==> config.mk <==
export PLATFORM = sky130hd
export DESIGN_NAME = two_pool_bitmap_allocator_top
export DESIGN_NICKNAME = d
export VERILOG_FILES = /design/src/rtl/tpba_pkg.sv /design/src/rtl/tpba_decide.sv /design/src/rtl/two_pool_bitmap_allocator_top.sv
export SDC_FILE = /design/constraint.sdc
export NUM_CORES = 1
export LEC_CHECK = 0
export BUFFER_PORTS_ARGS = -buffer_cell sky130_fd_sc_hd__buf_2
export CORE_ASPECT_RATIO = 1.25
export CORE_MARGIN = 4
export CORE_UTILIZATION = 45
export CTS_BUF_LIST = sky130_fd_sc_hd__clkbuf_4
export CTS_CLUSTER_DIAMETER = 200
export DETAILED_ROUTE_END_ITERATION = 12
export GPL_TIMING_DRIVEN = 0
export PLACE_DENSITY = 0.65
export SYNTH_ARGS = -nofsm -noshare
export SYNTH_HDL_FRONTEND = slang
export SYNTH_SLANG_ARGS = --single-unit
==> constraint.sdc <==
create_clock -name clock -period 3 [get_ports clock]
set_clock_uncertainty 0.2 [all_clocks]
set_input_delay 0.15 -clock clock [delete_from_list [all_inputs] [get_ports clock]]
set_output_delay 0.15 -clock clock [all_outputs]
set_load 0.02 [all_outputs]
==> src/rtl/tpba_pkg.sv <==
// Package for the two-pool bitmap slot allocator.
// Holds pool sizes, command codes and the request, result and bitmap types.
// No dependencies; every other file of the block uses it by scoped name.
package tpba_pkg;

   // Pool geometry.
   localparam int SMALL_SLOTS = 8;
   localparam int LARGE_SLOTS = 8;
   localparam int SMALL_BYTES = 16;
   localparam int LARGE_BYTES = 32;

   // Field widths.
   localparam int MAP_W    = 8;
   localparam int IDX_W    = 3;
   localparam int HANDLE_W = 4;
   localparam int OFFSET_W = 9;

   // Large slots follow the small ones in the shared storage.
   localparam int LARGE_BASE = SMALL_SLOTS * SMALL_BYTES;

   // Bits that belong to each pool.
   localparam logic [MAP_W-1:0] SMALL_MASK = MAP_W'((1 << SMALL_SLOTS) - 1);
   localparam logic [MAP_W-1:0] LARGE_MASK = MAP_W'((1 << LARGE_SLOTS) - 1);

   // Command and size class codes.
   localparam logic CMD_ALLOC   = 1'b0;
   localparam logic CMD_FREE    = 1'b1;
   localparam logic CLASS_SMALL = 1'b0;
   localparam logic CLASS_LARGE = 1'b1;

   typedef struct packed {
      logic                cmd;
      logic                size_class;
      logic [HANDLE_W-1:0] handle_in;
   } req_type;

   typedef struct packed {
      logic                granted;
      logic [HANDLE_W-1:0] handle_out;
      logic [OFFSET_W-1:0] byte_offset;
      logic [MAP_W-1:0]    small_map;
      logic [MAP_W-1:0]    large_map;
   } rsp_type;

   typedef struct packed {
      logic [MAP_W-1:0] small_map;
      logic [MAP_W-1:0] large_map;
   } maps_type;

endpackage

==> src/rtl/tpba_decide.sv <==
// Combinational allocate/free decision for the two-pool slot allocator.
// Finds free slots, builds the result and the next occupancy bitmaps.
// Depends on tpba_pkg.
module tpba_decide (
   input  tpba_pkg::req_type  item,
   input  tpba_pkg::maps_type maps_cur,
   output tpba_pkg::maps_type maps_nxt,
   output tpba_pkg::rsp_type  result
);

   logic                          small_found;
   logic [tpba_pkg::IDX_W-1:0]    small_idx;
   logic                          large_found;
   logic [tpba_pkg::IDX_W-1:0]    large_idx;
   logic                          pair_found;
   logic [tpba_pkg::IDX_W-1:0]    pair_idx;
   logic [tpba_pkg::IDX_W-1:0]    free_idx;
   logic                          free_fb;
   logic [tpba_pkg::MAP_W-1:0]    sm;
   logic [tpba_pkg::MAP_W-1:0]    lg;

   // Lowest free single slot in each pool; scan from the top so the lowest wins.
   always_comb begin
      small_found = 1'b0;
      small_idx   = '0;
      large_found = 1'b0;
      large_idx   = '0;
      for (int i = tpba_pkg::MAP_W - 1; i >= 0; i--) begin
         if (i < tpba_pkg::SMALL_SLOTS && !maps_cur.small_map[i]) begin
            small_found = 1'b1;
            small_idx   = tpba_pkg::IDX_W'(i);
         end
         if (i < tpba_pkg::LARGE_SLOTS && !maps_cur.large_map[i]) begin
            large_found = 1'b1;
            large_idx   = tpba_pkg::IDX_W'(i);
         end
      end
   end

   // Lowest pair of adjacent free small slots.
   always_comb begin
      pair_found = 1'b0;
      pair_idx   = '0;
      for (int i = tpba_pkg::MAP_W - 2; i >= 0; i--) begin
         if (i + 1 < tpba_pkg::SMALL_SLOTS && maps_cur.small_map[i+1 -: 2] == 2'b00) begin
            pair_found = 1'b1;
            pair_idx   = tpba_pkg::IDX_W'(i);
         end
      end
   end

   assign free_fb  = item.handle_in[tpba_pkg::HANDLE_W-1];
   assign free_idx = item.handle_in[tpba_pkg::IDX_W-1:0];

   // Decision and bitmap update.
   always_comb begin
      sm                 = maps_cur.small_map;
      lg                 = maps_cur.large_map;
      result.granted     = 1'b0;
      result.handle_out  = '0;
      result.byte_offset = '0;
      if (item.cmd == tpba_pkg::CMD_ALLOC) begin
         if (item.size_class == tpba_pkg::CLASS_SMALL) begin
            if (small_found) begin
               sm                 = sm | (tpba_pkg::MAP_W'(1) << small_idx);
               result.granted     = 1'b1;
               result.handle_out  = {1'b0, small_idx};
               result.byte_offset = tpba_pkg::OFFSET_W'(tpba_pkg::SMALL_BYTES * small_idx);
            end else if (large_found) begin
               lg                 = lg | (tpba_pkg::MAP_W'(1) << large_idx);
               result.granted     = 1'b1;
               result.handle_out  = {1'b1, large_idx};
               result.byte_offset = tpba_pkg::OFFSET_W'(tpba_pkg::LARGE_BASE
                                    + tpba_pkg::LARGE_BYTES * large_idx);
            end
         end else begin
            if (large_found) begin
               lg                 = lg | (tpba_pkg::MAP_W'(1) << large_idx);
               result.granted     = 1'b1;
               result.handle_out  = {1'b0, large_idx};
               result.byte_offset = tpba_pkg::OFFSET_W'(tpba_pkg::LARGE_BASE
                                    + tpba_pkg::LARGE_BYTES * large_idx);
            end else if (pair_found) begin
               sm                 = sm | (tpba_pkg::MAP_W'(3) << pair_idx);
               result.granted     = 1'b1;
               result.handle_out  = {1'b1, pair_idx};
               result.byte_offset = tpba_pkg::OFFSET_W'(tpba_pkg::SMALL_BYTES * pair_idx);
            end
         end
      end else begin
         // A free echoes the handle and clears the named bits if they are in range.
         result.handle_out = item.handle_in;
         if (item.size_class == tpba_pkg::CLASS_SMALL) begin
            if (free_fb) begin
               if (int'(free_idx) < tpba_pkg::LARGE_SLOTS) begin
                  lg             = lg & ~(tpba_pkg::MAP_W'(1) << free_idx);
                  result.granted = 1'b1;
               end
            end else if (int'(free_idx) < tpba_pkg::SMALL_SLOTS) begin
               sm             = sm & ~(tpba_pkg::MAP_W'(1) << free_idx);
               result.granted = 1'b1;
            end
         end else begin
            if (free_fb) begin
               if (int'(free_idx) + 1 < tpba_pkg::SMALL_SLOTS) begin
                  sm             = sm & ~(tpba_pkg::MAP_W'(3) << free_idx);
                  result.granted = 1'b1;
               end
            end else if (int'(free_idx) < tpba_pkg::LARGE_SLOTS) begin
               lg             = lg & ~(tpba_pkg::MAP_W'(1) << free_idx);
               result.granted = 1'b1;
            end
         end
      end
      maps_nxt.small_map = sm & tpba_pkg::SMALL_MASK;
      maps_nxt.large_map = lg & tpba_pkg::LARGE_MASK;
      result.small_map   = maps_nxt.small_map;
      result.large_map   = maps_nxt.large_map;
   end

endmodule

==> src/rtl/two_pool_bitmap_allocator_top.sv <==
// Top level of the two-pool bitmap slot allocator.
// Input register, decision logic (tpba_decide), result register and bitmaps.
// Depends on tpba_pkg and tpba_decide.
//
//   channel | direction | handshake             | payload
//   req     | in        | req_valid / req_ready | tpba_pkg::req_type
//   rsp     | out       | rsp_valid / rsp_ready | tpba_pkg::rsp_type
//
// Each request is registered, decided combinationally and its result registered,
// so its result is offered once the result register is free or being drained.
// One request every cycle if results drain; bitmap registers close the only loop.
// Synchronous reset clears both bitmaps (every slot free) and both stages.
// A stalled result holds the input stage, which then drops req_ready.
module two_pool_bitmap_allocator_top (
   input  logic              clock,
   input  logic              reset,
   input  logic              req_valid,
   output logic              req_ready,
   input  tpba_pkg::req_type req_data,
   output logic              rsp_valid,
   input  logic              rsp_ready,
   output tpba_pkg::rsp_type rsp_data
);

   logic               stage_valid_ff;
   logic               stage_valid_in;
   tpba_pkg::req_type  stage_item_ff;
   logic               rsp_valid_ff;
   logic               rsp_valid_in;
   tpba_pkg::rsp_type  rsp_data_ff;
   tpba_pkg::maps_type maps_ff;
   tpba_pkg::maps_type maps_in;
   tpba_pkg::rsp_type  decided;
   logic               load_result;

   // Decision for the item in the input stage.
   tpba_decide u_decide (
      .item     (stage_item_ff),
      .maps_cur (maps_ff),
      .maps_nxt (maps_in),
      .result   (decided)
   );

   // The input stage moves on when the result register is free or being drained.
   assign load_result    = stage_valid_ff && (!rsp_valid_ff || rsp_ready);
   assign req_ready      = !stage_valid_ff || load_result;
   assign stage_valid_in = req_valid || (stage_valid_ff && !load_result);
   assign rsp_valid_in   = load_result || (rsp_valid_ff && !rsp_ready);

   // Control state and bitmaps.
   always_ff @(posedge clock) begin
      if (reset) begin
         stage_valid_ff <= 1'b0;
         rsp_valid_ff   <= 1'b0;
         maps_ff        <= '0;
      end else begin
         stage_valid_ff <= stage_valid_in;
         rsp_valid_ff   <= rsp_valid_in;
         if (load_result) begin
            maps_ff <= maps_in;
         end
      end
   end

   // Payload registers.
   always_ff @(posedge clock) begin
      if (req_valid && req_ready) begin
         stage_item_ff <= req_data;
      end
      if (load_result) begin
         rsp_data_ff <= decided;
      end
   end

   assign rsp_valid = rsp_valid_ff;
   assign rsp_data  = rsp_data_ff;

   // Bits beyond each pool are never set.
   a_pool_bounds: assert property (@(posedge clock) disable iff (reset)
      ((maps_ff.small_map & ~tpba_pkg::SMALL_MASK) == '0) &&
      ((maps_ff.large_map & ~tpba_pkg::LARGE_MASK) == '0))
      else $error("occupancy bit set outside its pool");

   // The bitmaps change only when a result transfer into the output register happens.
   a_maps_hold: assert property (@(posedge clock) disable iff (reset)
      !load_result |=> $stable(maps_ff))
      else $error("bitmaps changed without a decided item");

   // A waiting result reports the bitmaps as they stand.
   a_maps_reported: assert property (@(posedge clock) disable iff (reset)
      rsp_valid_ff |-> (rsp_data_ff.small_map == maps_ff.small_map &&
                        rsp_data_ff.large_map == maps_ff.large_map))
      else $error("reported bitmaps differ from the occupancy state");

   // A refused request or any free reports a zero offset.
   a_zero_offset: assert property (@(posedge clock) disable iff (reset)
      load_result && (!decided.granted || stage_item_ff.cmd == tpba_pkg::CMD_FREE)
      |=> rsp_data_ff.byte_offset == '0)
      else $error("nonzero offset without an allocation");

endmodule

**After elaboration in Yosys (flattened, before gate mapping)**

Index checks and enable logic that the tools add are counted.

- Reductions and logical operators: 19
- Order comparisons: 1
- Shifts and indexed selects: 5
- Muxes and demuxes: 71
- Bitwise logic cells: 8
- $add $sub $neg: 2

Operators by type and width:

| kind | count |
|---|---|
| $mux W8 | 16 |
| $mux W14 | 5 |
| $mux W3 | 23 |
| $lt A32 B5 Y1 const B | 1 |
| $mux W1 | 26 |
| $and A8 B8 Y8 | 3 |
| $or A8 B8 Y8 | 3 |
| $shl A1 B3 Y8 const A | 3 |
| $not A8 Y8 | 2 |
| $shl A2 B3 Y8 const A | 2 |
| $logic_not A2 Y1 | 7 |
| $add A8 B8 Y9 const A | 1 |
| $mux W5 | 1 |
| $add A3 B1 Y4 const B | 1 |
| $logic_and A1 B1 Y1 | 4 |
| $logic_not A1 Y1 | 4 |
| $logic_or A1 B1 Y1 | 4 |

- Logic and storage cells: 118
- Register bits after elaboration: 54
- Bits of input ports: 10
- Output and inout bits: 32

**Depth between registers and ports, before layout**

- Word-level depth: 14
- Mapped depth: 10
- Gate-level depth less buffers: 9

**Hierarchy**

Synthesis repeated with hierarchy kept, for this count alone.

- Cell total of the unflattened synthesis: 329
- Area total of the unflattened synthesis: 3259.4 um^2

By module, submodules not included:

| module | cells an instance | sequential area each (um^2) | area an instance (um^2) | instances |
|---|---|---|---|---|
| two_pool_bitmap_allocator_top | 115 | 1441.4 | 1891.8 | 1 |
| tpba_decide | 214 | 0.0 | 1367.6 | 1 |

**Least setup slack after synthesis**

No wires, ideal clock.

- Path type: reg2reg
- Start point: reg rsp_valid_ff (netlist: rsp_valid)
- End point: reg maps_ff[7] in the netlist's numbering
- Slack: 511 ps
- Library setup time: 130 ps
- Path buffers: 2
- Required time: 2670 ps
- Data arrival time: 2159 ps
- Stages on the path, launching flop included: 9
- Period minus slack after synthesis: 2489 ps
- Cells stage by stage: dfxtp_1 > nor2b_1 > nand2b_1 > buf_2 > inv_1 > clkbuf_1 > nand3_1 > nand3b_1 > o41ai_1

- Longest elaborated chain between the ends: 3

Ends and longest elaborated chain:

| item | RTL line | RTL |
|---|---|---|
| start, declared | two_pool_bitmap_allocator_top.sv:28 | `logic rsp_valid_ff;` |
| start signal, assigned | two_pool_bitmap_allocator_top.sv:58 | `rsp_valid_ff <= rsp_valid_in;` |
| $logic_not A1 Y1 | two_pool_bitmap_allocator_top.sv:45 | `assign load_result = stage_valid_ff && (!rsp_valid_ff \|\| rsp_ready);` |
| $logic_or A1 B1 Y1 | two_pool_bitmap_allocator_top.sv:45 |  |
| $logic_and A1 B1 Y1 | two_pool_bitmap_allocator_top.sv:45 |  |
| net load_result | two_pool_bitmap_allocator_top.sv:34 | `logic load_result;` |
| end signal, assigned | two_pool_bitmap_allocator_top.sv:60 | `maps_ff <= maps_in;` |
| end, declared | two_pool_bitmap_allocator_top.sv:31 | `tpba_pkg::maps_type maps_ff;` |

The timed path passes the listed nets, and every way through them passes these cells.
A chain may end at the register's enable or synchronous reset.

==> flow_summary.toml <==
[run]
drv_cap = 0

[drt]
vias_per_cell = 5.76
drt-pass1-iter-count = 5
wire_per_inst_um = 16.7
ant_nets = 0
vias = 2628
first_iter_violations = 209
drt-total-wl_um = 7600
drcViolationCount = 0

[floorplanning]
die_h_um = 97.5
start_util_pct = 46.5
rows = 32
die_w_um = 79.6
core_area_um2 = 6210
die_area_um2 = 7760
io_pins = 42

[synth]
synth_cells = 313
synth_area_leaders = "edfxtp_1 (33%), dfxtp_1 (12%), nand2_1 (4.7%)"
synth_area_per_cell_um2 = 9.21
ys_seq_area_share_pct = 45.8
yosysTopAreaCellShare_pct = 33.3
synth_area_um2 = 2880
ys_seq_elements = 50
synth_edf_count = 32
synth_warnings = 0
yosysTopAreaCell = "edfxtp_1"
yosys.cell_count.top_type = "nand2_1"
synth-main-ff-cell = "edfxtp_1"
synth-async-reset-ratio_pct = 0
synth_commonest_cells = "nand2_1 (36), edfxtp_1 (32), nor2_1 (31)"
synth.distinct_cells = 62

[global_route]
gr-total-overflow = 0
antenna_found_initial = 0
grt_pass1_wl_um = 12500
grt_use_total_pct = 20.4
grt_max_degree = 36
grt_pass1_vias = 2524

[timing]
hold_viol_final = 0
setup_slack_ns = 0.251
min_period_ns = 2.75
slew_viol_final = 0
fmax_mhz = 364
rsz0062_at_grt = "no"
finalSetupTns_ns = 0
worstMarginPinSlew_ns = 0.895
slew_headroom_pct = 40.3
period_share_pct = 91.6
finalSetupViolations = 0

[setup_path]
slowest_stage = "a221oi_1"
path_class = "flip-flop to flip-flop"
worstPathArrival_ns = 2.67
worstPathRequired_ns = 2.93
crit_fanout = 10
crit_family = "compound AO/OA/AOI/OAI gates"
end_kind = "flip-flop"
crit_buf_inv = 2
cp-start-kind = "flip-flop"
crit_chain = "clkbuf_1, o21ai_0, nand2_1, a221oi_1, inv_1, ha_1, a221o_1, and2_1"
reg2reg_slack_ns = 0.25
max_stage_delay_ns = 0.54

[place]
portBuffers = 37
hpwl_um = 5440
place_congestion = 0.911
dpl_cell_area_um2 = 3190
pre_cts_ws_ns = 0.256

[cts]
clk_pin_slew_worst_paths_ns = 0.14
postCtsHoldBufs = 10
cts.sinks = 50
cts_tree = "yes"
postCtsSetupBuffers = 0
htreeDepth = 2
clk_latency_ns = 0.37
cts_resized = 0
numCtsBuffers = 5
clockBufferDepth = 2
root_buffer = "clkbuf_4"

[power_and_ir_drop]
peakVddDrop_uv = 223
power_mw = 1.35
p_leak_nw = 1.28
powerDensity_nw_per_um2 = 399

[finish]
area_growth_pct = 16.9
drive_gt1_share_pct = 19.7
final_area_um2 = 3370
nNetsFinal = 386
finalCoreUtilization_pct = 54.3
antenna_cells = 0

[status]
status = "complete, no violations"

[min_path]
hold_path_class = "input pin to flip-flop"
## cell families after synthesis
kind of cell             synth area share (%)
other                                   0.130
AO/OA/AOI/OAI                            22.5
flip-flops                               45.8
buffers and inverters                    6.16
adder cells (fa/ha/maj)                  2.60
AND/OR/NAND/NOR                          22.1
multiplexers                            0.390
XOR/XNOR                                0.304
## metal layers
layer,track usage (%),routed length [um],up-vias
met1,24.8,3090,1235
met5,0,0,-
met2,34.5,3860,98
li1,-,-,1269
met4,9.66,292,0
met3,2.97,353,26
## registers in the layout, indices dropped and copies added, names as in the netlist
| name | flops |
|---|---|
| maps_ff | 16 |
| rsp_data | 26 |
| stage_valid_ff | 1 |
| rsp_valid | 1 |
| stage_item_ff | 6 |
## worst paths after layout
path	startpoint	end	cells after the start
setup / recovery	maps_ff[14]$_SDFFE_PP0P_	rsp_data[14]$_DFFE_PP_	8
setup reg to reg	maps_ff[14]$_SDFFE_PP0P_	rsp_data[14]$_DFFE_PP_	8
hold reg to reg	stage_valid_ff$_SDFF_PP0_	rsp_valid$_SDFF_PP0_	2
hold / removal	req_data[3]	stage_item_ff[3]$_DFFE_PP_	2
## cell usage in the layout, fill, tap and decap left out, types with 10 or more instances in the layout
cell type | Yosys | layout
a21oi_1 | 15 | 15
buf_2 | 12 | 49
dfxtp_1 | 18 | 18
dlygate4sd3_1 | 0 | 10
edfxtp_1 | 32 | 32
inv_1 | 12 | 12
nand2_1 | 36 | 36
nand3_1 | 10 | 10
nor2_1 | 31 | 31
o21ai_0 | 20 | 20
## report_power, final
part,switching [mW],internal [mW]
clock network,0.202,0.195
registers,0.0124,0.757
logic,0.119,0.0605
## worst reg2reg max path, cell delays in order, from the launching register on
cell and delay (ns):
dfxtp_1 0.34, clkbuf_1 0.21, o21ai_0 0.19, nand2_1 0.07, a221oi_1 0.55, inv_1 0.10
ha_1 0.36, a221o_1 0.35, and2_1 0.16
## per-stage QoR
stage | std cells | hold WS (ns)
floorplan | 316 | 0.0489
detailed placement | 438 | 0.128
global placement | 438 | 0.128
CTS | 456 | 0.273
global route | 456 | 0.278
finish | 456 | 0.284
## area by class of cell
type / count / area [um^2]
inverters: 12 / 45.0
multi-input cells: 227 / 1400
well taps: 85 / 106
clock inverters: 1 / 30.0
repair buffers: 47 / 285
fillers: 600 / 2840
clock buffers: 7 / 52.6
plain buffers: 27 / 134
flip-flops and latches: 50 / 1320
(Power assumes the default switching activity.)
